===== src/rtl/core/cdht_pkg.sv =====
// ----------------------------------------------------------------------------
// cdht_pkg: shared types and constants of the clock drift holdover tracker
// Command codes, status and holdover codes, register indices, controller
// states, and the command/status bundles between controller and datapath.
// ----------------------------------------------------------------------------
package cdht_pkg;

    localparam int unsigned DIV_STEPS = 64;
    localparam logic [31:0] PPM_SCALE = 32'd1000000;
    localparam logic [63:0] MS_PER_S  = 64'd1000;

    typedef enum logic {
        CMD_OBSERVE  = 1'b0,
        CMD_EVALUATE = 1'b1
    } cmd_t;

    typedef enum logic [1:0] {
        ST_OK      = 2'd0,
        ST_BAD_SRC = 2'd1,
        ST_RANGE   = 2'd2
    } status_t;

    typedef enum logic [1:0] {
        HS_INVALID = 2'd0,
        HS_EXPIRED = 2'd1,
        HS_FRESH   = 2'd2,
        HS_VALID   = 2'd3
    } hstate_t;

    typedef enum logic [2:0] {
        REG_OSC_BOUND = 3'd0,
        REG_MAX_DRIFT = 3'd1,
        REG_MAX_HOLD  = 3'd2,
        REG_GUARD     = 3'd3,
        REG_BUDGET    = 3'd4
    } reg_idx_t;

    typedef enum logic [2:0] {
        S_IDLE,
        S_PREP,
        S_MUL,
        S_MUL_HI,
        S_DIV,
        S_FINISH,
        S_DONE
    } ctrl_state_t;

    // controller -> datapath
    typedef struct packed {
        logic load;     // capture input item
        logic prep;     // classify, form multiplier operands
        logic mul;      // low 32x32 partial product
        logic div_init; // high partial product, start the divider
        logic div_step; // one restoring step
        logic finish;   // final decision, state update, result register
    } dp_cmd_t;

    // datapath -> controller
    typedef struct packed {
        logic need_div; // item needs multiply and divide
        logic div_last; // last divider step this cycle
    } dp_stat_t;

endpackage


===== src/rtl/core/cdht_ctrl.sv =====
// ----------------------------------------------------------------------------
// cdht_ctrl: sequencing controller
// Walks one transaction through prepare, multiply, divide (when needed) and
// finish, and holds the result until the master side takes it.
// ----------------------------------------------------------------------------
module cdht_ctrl (
    input  logic               aclk,
    input  logic               aresetn,
    input  logic               in_fire,
    input  logic               out_fire,
    input  cdht_pkg::dp_stat_t stat,
    output cdht_pkg::dp_cmd_t  cmd,
    output logic               in_ready,
    output logic               out_valid
);
    cdht_pkg::ctrl_state_t state_reg, state_next;

    always_ff @(posedge aclk) begin
        if (!aresetn) begin
            state_reg <= cdht_pkg::S_IDLE;
        end else begin
            state_reg <= state_next;
        end
    end

    always_comb begin
        state_next = state_reg;
        cmd        = '0;
        in_ready   = 1'b0;
        out_valid  = 1'b0;
        unique case (state_reg)
            cdht_pkg::S_IDLE: begin
                in_ready = 1'b1;
                if (in_fire) begin
                    cmd.load   = 1'b1;
                    state_next = cdht_pkg::S_PREP;
                end
            end
            cdht_pkg::S_PREP: begin
                cmd.prep   = 1'b1;
                state_next = cdht_pkg::S_MUL;
            end
            cdht_pkg::S_MUL: begin
                cmd.mul    = 1'b1;
                state_next = cdht_pkg::S_MUL_HI;
            end
            cdht_pkg::S_MUL_HI: begin
                cmd.div_init = 1'b1;
                if (stat.need_div) begin
                    state_next = cdht_pkg::S_DIV;
                end else begin
                    state_next = cdht_pkg::S_FINISH;
                end
            end
            cdht_pkg::S_DIV: begin
                cmd.div_step = 1'b1;
                if (stat.div_last) begin
                    state_next = cdht_pkg::S_FINISH;
                end
            end
            cdht_pkg::S_FINISH: begin
                cmd.finish = 1'b1;
                state_next = cdht_pkg::S_DONE;
            end
            cdht_pkg::S_DONE: begin
                out_valid = 1'b1;
                if (out_fire) begin
                    state_next = cdht_pkg::S_IDLE;
                end
            end
            default: state_next = cdht_pkg::S_IDLE;
        endcase
    end

endmodule


===== config.mk =====
export PLATFORM = sky130hd
export DESIGN_NAME = cdht_ctrl
export DESIGN_NICKNAME = d
export VERILOG_FILES = /design/src/rtl/core/cdht_pkg.sv /design/src/rtl/core/cdht_ctrl.sv
export SDC_FILE = /design/constraint.sdc
export NUM_CORES = 1
export LEC_CHECK = 0
export BUFFER_PORTS_ARGS = -buffer_cell sky130_fd_sc_hd__buf_2
export CAP_MARGIN = 25
export CORE_AREA = 2 2 39 41
export DETAILED_ROUTE_END_ITERATION = 7
export DIE_AREA = 0 0 41 43
export GPL_TIMING_DRIVEN = 0
export PLACE_DENSITY = 0.37
export SETUP_SLACK_MARGIN = 0.3
export SYNTH_ARGS = -nofsm -noshare
export SYNTH_HDL_FRONTEND = slang
export SYNTH_SLANG_ARGS = --single-unit

===== constraint.sdc =====
create_clock -name aclk -period 0.9 [get_ports aclk]
set_input_delay 0.09 -clock aclk [delete_from_list [all_inputs] [get_ports aclk]]
set_output_delay 0.09 -clock aclk [all_outputs]
set_load 0.01 [all_outputs]

==> results of run 1 <==
[path summary, 6_finish.rpt]
path | slack [ps] | end
worst max-delay path | -250 | cmd[5]
worst min-delay path | 100 | state_reg[1]$_SDFFE_PN0P_
worst max register to register | -130 | state_reg[2]$_SDFFE_PN0P_
worst min register to register | 620 | state_reg[0]$_SDFFE_PN0P_
[metal layers]
| metal | up-vias | global-route usage (%) |
|---|---|---|
| li1 | 127 | - |
| met1 | 118 | 10.9 |
| met2 | 14 | 12.5 |
| met3 | 0 | 8.38 |
| met4 | 0 | 2.00 |
| met5 | - | 0 |
[where the power goes]
part           total (W)  switching [W]  internal, W  leakage (nW)
Clock           0.000244      0.0000773     0.000167        0.0150
Sequential      0.000181      0.0000319     0.000149        0.0264
Combinational   0.000202      0.0000768     0.000126         0.151
[cell usage in the layout, fill, tap and decap left out, drive strengths merged]
master / n
o21a: 1
clkbuf: 4
nor2b: 3
nor3b: 2
and2: 3
nand2b: 1
buf: 18
inv: 1
and3b: 1
nor3: 1
o21ai: 2
nand2: 1
a21boi: 1
dfxtp: 3
nor2: 1
a21oi: 3
[through the flow]
stage | total power, W | util [%] | std cells | hold slack [ps] | setup TNS [ps]
final | 0.000627 | 30.9 | 62 | 104 | -1920
after global routing | 0.000684 | 30.9 | 62 | 104 | -2560
after CTS | 0.000622 | 28.9 | 61 | 92.6 | -1970
after detailed placement | 0.000330 | 23.4 | 54 | 337 | -149
after global placement | 0.000327 | 23.4 | 54 | 338 | -118
after floorplan | 0.000276 | - | 25 | 207 | -20.8
[logic make-up (layout without fill, tap and decap cells)]
logic type,after synthesis,after routing
AND/OR/NAND/NOR,13,13
AO/OA/AOI/OAI,7,7
flip-flops,3,3
buffers and inverters,2,23
[worst max-delay path: stages, from the launching register on]
cell,delay (ps)
dfxtp_4,380
nor3_4,200
and2_4,160
buf_6,90
[layout make-up]
type                            count  area share [%]
Tap cell                           16            4.68
Multi-Input combinational cell     20            39.8
Inverter                            1           0.877
Timing Repair Buffer               17            29.8
Sequential cell                     3            16.1
Buffer                              1            2.63
Clock buffer                        4            6.14
[repair_timing]
item                       in CTS  in global routing
gates resized for setup         6                  5
cloned                          1                  0
hold endpoints to repair        0                  0
setup endpoints to repair      11                 11
setup buffers                   2                  1
pin swaps                       4                  1
==> impl_metrics.ini, run 1 <==
[worst_hold_path]
hold_path_depth = 2
hold_path.class = input pin to flip-flop
hp-start = aresetn

[placement]
portBuffers = 13
pre_cts_ws_ps = -70.9
post_dp_cell_area_um2 = 324
place_congestion = 0.633
dp_hpwl_um = 405

[floorplanning]
core_um2 = 1380
die_h_um = 43
die_w_um = 41
ioPinCount = 14
rows = 14
die_area_um2 = 1760
start_util_pct = 14.5

[timing]
hold_violations = 0
fin_crit_ps = 1150
fmax_mhz = 868
rsz0062_at_grt = true
layout_worst_path_cycle_share_pct = 128
setup_viol = 10
max_slew_margin_pct = 86.4
fin_ws_ps = -252
fin_skew_ps = 0.598
tightest_slew_ps = 203
drv_slew = 0

[synthesis]
synth_area_leaders = dfxtp_1 (30%), and2_1 (9.4%), nor2b_1 (9.4%)
synthSimpleGateAreaFrac_pct = 42.5
synth_compound_area_share_pct = 20.0
syn_area_um2 = 200
synth_edf_count = 0
yosys.area.top_type = dfxtp_1
synthAdderAreaFrac_pct = 0
syn_area_per_cell_um2 = 8.01
synth_ff_type = dfxtp_1
synth_cell_type_count = 16
synth-seq-area-share_pct = 30.0
synthArstFlopShare_pct = 0
synth.mux.area_fraction_pct = 0
yosysWarnings = 0
synth_top_family_by_area = simple AND/OR/NAND/NOR gates
synth_xor_area_share_pct = 0
yosysTopAreaCellShare_pct = 30.0
ys_seq_elements = 3
synth_nets = 31
yosys-top-cells-count = a21oi_1 (3), and2_1 (3), dfxtp_1 (3), nor2b_1 (3), o21ai_0 (2)
synthCells = 25

[power_and_ir_drop]
ir_drop_mv = 0.712
power_density_nw_per_um2 = 1470
leakagePower_nw = 0.193

[cells_and_area]
largest_reg_flops = 3
regArea_um2 = 68.8
fin_nets = 53
area_delta_synth_final_pct = 114
multi_input_area_um2 = 170
fillCellCount = 152
finish.instance_area_um2 = 428
antennaDiodeCount = 0
drive_gt1_share_pct = 73.9

[drt]
drt_wl_total_um = 662
wl_per_cell_um = 10.7
routed-via-count = 259
route.detailed.drc = 0
ant_nets = 0
top_layer = met3
drtPass1Iterations = 1
viasPerCell = 4.18
drt-met1-wl_um = 266
drtIter0Drc = 0
wl_met2_um = 327
wl_met3_um = 68

[clock_tree]
htree_num_levels = 1
cts_tree = yes
clk_latency_ps = 240
clock_sinks = 3
cts_max_path_buffers = 2
root_buffer = clkbuf_4
clkTransAtPathRegs_ps = 40
holdBufCountCts = 0
cts_buffers = 3

[status]
status = finished, violations left
violations = negative setup slack

[global_routing]
grt_pass1_wl_mm = 1.06
antenna_found_initial = 0
grt_pass1_vias = 251
grt_max_degree = 9
grt_use_total_pct = 9.34
grt_remaining_overflow = 0

[setup_path]
reg2reg_from = state_reg[2]$_SDFFE_PN0P_
worst_setup_path_start_kind = flip-flop
required_ps = 810
reg2regPathDepth = 5
startpoint = state_reg[1]$_SDFFE_PN0P_
worstSetupPathType = flip-flop to output pin
cp-end-kind = output pin
crit_fanout = 8
cp.arrival_ps = 1060

[run]
cap_violations = 0
Power figures use the tool's default switching activity.
==> run 2: changes to the inputs <==
- CELL_PAD_IN_SITES_DETAIL_PLACEMENT: default -> 1
- CELL_PAD_IN_SITES_GLOBAL_PLACEMENT: default -> 1
- PLACE_DENSITY: 0.37 -> 0.49
- REMOVE_ABC_BUFFERS: default -> 1
==> run 2 against run 1 <==
Against the previous run: the run still ends with negative setup slack left; highest routed layer unchanged; non-clock buffer count decreased by 1; routed wire length is 3.6% higher; worst hold slack got worse by 5.3 ps; via count shrank 1.5%; largest cell class unchanged; clock-buffer cell count did not move; critical endpoint is now cmd[0].
==> impl_metrics.ini, run 2 (synthesis results as in run 1) <==
[timing]
layout_worst_path_cycle_share_pct = 124
fin_skew_ps = 0.282
setup_viol = 9
max_slew_margin_pct = 85.6
hold_violations = 0
fmax_mhz = 893
tightest_slew_ps = 214
drv_slew = 0
fin_crit_ps = 1120
fin_ws_ps = -220
rsz0062_at_grt = true

[power_and_ir_drop]
p_total_w = 0.000582
power_density_nw_per_um2 = 1550
leakagePower_nw = 0.178
ir_drop_mv = 0.510

[drt]
drtIter0Drc = 1
ant_nets = 0
routed-via-count = 255
route.detailed.drc = 0
wl_per_cell_um = 11.2
viasPerCell = 4.18
drt_wl_total_um = 686
drtPass1Iterations = 2

[floorplanning]
die_w_um = 41
die_area_um2 = 1760
die_h_um = 43
start_util_pct = 14.5
ioPinCount = 14
rows = 14
core_um2 = 1380

[cells_and_area]
area_delta_synth_final_pct = 88.1
drive_gt1_share_pct = 64.4
antennaDiodeCount = 0
layout.cells.non_filler = 61
multi_input_area_um2 = 154
fillCellCount = 180
finish.instance_area_um2 = 377
final_common_cell = buf_2
largest_reg_flops = 3
final_cell_mix = buf_2 (12), buf_4 (4), clkbuf_4 (3), dfxtp_4 (3)
fin_nets = 52
regArea_um2 = 71.3

[placement]
portBuffers = 13
post_dp_cell_area_um2 = 274
dp_hpwl_um = 409
placed_cells = 53
place_congestion = 0.579
pre_cts_ws_ps = -150

[run]
cap_violations = 0

[setup_path]
critical_path.endpoint = cmd[0]
required_ps = 810
cp-end-kind = output pin
worstSetupPathType = flip-flop to output pin
cp.arrival_ps = 1030
r2r_setup_slack_ps = -50
worst_setup_path_start_kind = flip-flop
reg2reg_from = state_reg[1]$_SDFFE_PN0P_
startpoint = state_reg[0]$_SDFFE_PN0P_
reg2regPathDepth = 4
crit_fanout = 8
reg2reg_to = state_reg[2]$_SDFFE_PN0P_

[global_routing]
grt_pass1_wl_um = 986
antenna_found_initial = 0
grt_pass1_vias = 254
grt_max_degree = 10
grt_use_total_pct = 8.62
grt_remaining_overflow = 0

[clock_tree]
htree_num_levels = 1
cts_max_path_buffers = 2
clkTransAtPathRegs_ps = 40
clk_latency_ps = 230
clock_sinks = 3
root_buffer = clkbuf_4
cts_buffers = 3
cts_tree = yes
holdBufCountCts = 0

[status]
violations = negative setup slack
status = finished, violations left

[worst_hold_path]
hold_path.class = input pin to flip-flop
[run 2: changes by cell type in the layout (fill, tap and decap cells not counted), sizes merged]
cell,before,now
buf,18,17
[run 2: per-stage QoR]
step | hold slack (ps) | utilization (%) | setup TNS [ps]
detailed placement | 349 | 19.8 | -621
floorplan | 208 | - | -168
global route | 110 | 27.2 | -2120
finish | 98.4 | 27.2 | -1510
global placement | 340 | 19.8 | -660
CTS | 101 | 25.0 | -1540
[run 2: layout make-up]
class | count | share of cell area [%]
multi-input combinational | 20 | 40.9
timing repair buffer | 17 | 26.9
sequential | 3 | 18.9
clock buffer | 4 | 6.98
tap | 16 | 5.32
inverter | 1 | 0.997
[run 2: metal layers]
layer / wire, um / global-route usage, %
met5: 0 / 0
met4: 0 / 8.00
met3: 55 / 1.57
met2: 371 / 14.1
met1: 259 / 8.31
[run 2: timing repair]
action | 4_1_cts | 5_1_grt
buffers inserted | 2 | 2
setup endpoints to repair | 11 | 11
resized for setup | 12 | 5
endpoints found under the hold margin | 0 | 0
pin swaps | 5 | 3
[run 2: where the power goes]
group | switching [W] | internal, W | total, W | leakage, nW
registers | 0.0000331 | 0.000147 | 0.000180 | 0.0267
logic | 0.0000679 | 0.000100 | 0.000168 | 0.136
clock network | 0.0000680 | 0.000166 | 0.000234 | 0.0150
total | 0.000169 | 0.000413 | 0.000582 | 0.178
[run 2: critical path: stages, from the launching register on]
cell and delay [ps]:
dfxtp_4 390, nor2b_4 170, and2_1 120, buf_2 120
[run 2: worst min-delay path by stage]
stage	from	endpoint	cells after the start
2_1_floorplan	aresetn	state_reg[1]$_SDFFE_PN0P_	1
3_3_place_gp	aresetn	state_reg[1]$_SDFFE_PN0P_	2
3_5_place_dp	aresetn	state_reg[2]$_SDFFE_PN0P_	2
4_1_cts	stat[0]	state_reg[0]$_SDFFE_PN0P_	3
5_1_grt	aresetn	state_reg[1]$_SDFFE_PN0P_	2
6_report	aresetn	state_reg[1]$_SDFFE_PN0P_	2
==> run 3: changes to the inputs <==
- TNS_END_PERCENT: default -> 1
==> run 3 against run 2 <==
Against the previous run: highest routed layer unchanged; via count fell by 5.1%; largest cell class unchanged; critical path depth stayed put; fmax is essentially flat; largest power group unchanged; the flow still finishes with violations (negative setup slack).
==> impl_metrics.ini, run 3 (synthesis results as in run 1) <==
[setup_path]
worst_setup_path_start_kind = flip-flop
path_cells = nor2b_4 > and2_1 > buf_2
cp-end-kind = output pin
worstSetupPathType = flip-flop to output pin
critPathTopFamily = flip-flops
critPathBufInv = 1
required_ps = 810
slowest_delay_ps = 390
slowest_stage = dfxtp_4
cp.arrival_ps = 1030
crit_fanout = 8

[floorplanning]
ioPinCount = 14
core_um2 = 1380
die_area_um2 = 1760
die_w_um = 41
die_h_um = 43
start_util_pct = 14.5
rows = 14

[placement]
place_congestion = 0.579
portBuffers = 13
dp_hpwl_um = 409

[drt]
wl_per_cell_um = 9.97
drt_wl_total_um = 598
drtIter0Drc = 0
viasPerCell = 4.03
ant_nets = 0
routed-via-count = 242
drtPass1Iterations = 1
route.detailed.drc = 0

[clock_tree]
root_buffer = clkbuf_4
clock_sinks = 3
holdBufCountCts = 0
clkTransAtPathRegs_ps = 40
clk_latency_ps = 230
cts_tree = yes
cts_max_path_buffers = 2
cts_buffers = 3
htree_num_levels = 1

[global_routing]
grt_max_degree = 10
antenna_found_initial = 0
grt_pass1_wl_um = 855
grt_remaining_overflow = 0
grt_pass1_vias = 230
grt_use_total_pct = 7.41

[run]
cap_violations = 0

[timing]
drv_slew = 0
fmax_mhz = 893
max_slew_margin_pct = 85.1
setup_viol = 9
tightest_slew_ps = 221
fin_skew_ps = 0.283
layout_worst_path_cycle_share_pct = 124
fin_crit_ps = 1120
fin_ws_ps = -220
rsz0062_at_grt = true
hold_violations = 0

[cells_and_area]
area_delta_synth_final_pct = 79.4
final_common_cell = buf_2
final_cell_mix = buf_2 (14), and2_1 (3), clkbuf_4 (3), dfxtp_4 (3)
antennaDiodeCount = 0
drive_gt1_share_pct = 61.4
post-route-util_pct = 25.9
fin_nets = 51
largest_reg_flops = 3

[status]
violations = negative setup slack
status = finished, violations left

[power_and_ir_drop]
leakagePower_nw = 0.173
ir_drop_mv = 0.508
power_density_nw_per_um2 = 1570
p_total_w = 0.000562

[worst_hold_path]
hold_path.class = input pin to flip-flop
[run 3: repair_timing]
item / in CTS / in global routing
gates resized for setup: 9 / 5
pin swaps: 5 / 4
setup endpoints to repair: 11 / 11
buffers inserted: 1 / 2
[run 3: worst paths after layout]
check	start	end	slack, ps	cells after the start
setup / recovery	state_reg[0]$_SDFFE_PN0P_	cmd[4]	-220	3
hold / removal	aresetn	state_reg[1]$_SDFFE_PN0P_	100	2
setup reg to reg	state_reg[0]$_SDFFE_PN0P_	state_reg[0]$_SDFFE_PN0P_	-10	4
hold reg to reg	state_reg[0]$_SDFFE_PN0P_	state_reg[0]$_SDFFE_PN0P_	630	3
[run 3: layout make-up]
| type | count | area [um^2] |
|---|---|---|
| sequential | 3 | 71.3 |
| fill | 178 | 1020 |
| tap | 16 | 20.0 |
| clock buffer | 4 | 26.3 |
| inverter | 1 | 3.75 |
| timing repair buffer | 16 | 85.1 |
| multi-input combinational | 20 | 153 |
[run 3: per-stage QoR]
step                cells  setup TNS (ps)  hold WS [ps]  setup slack [ps]  cell area (um^2)
floorplan              24            -168           208              -117               189
global placement       53            -660           340              -166               274
detailed placement     53            -621           349              -150               274
CTS                    58           -1470           101              -236               332
global route           60           -1970           117              -268               359
finish                 60           -1380           103              -220               359
[run 3: power breakdown]
part / internal, W / leakage [nW] / total [W] / switching (W)
Clock: 0.000166 / 0.0150 / 0.000234 / 0.0000680
Combinational: 0.0000863 / 0.131 / 0.000147 / 0.0000611
Sequential: 0.000147 / 0.0267 / 0.000181 / 0.0000340
[run 3: layer usage]
layer	track usage [%]	wire, um
met1	8.31	257
met2	10.3	286
met3	1.57	55
met4	8.00	0
met5	0	0
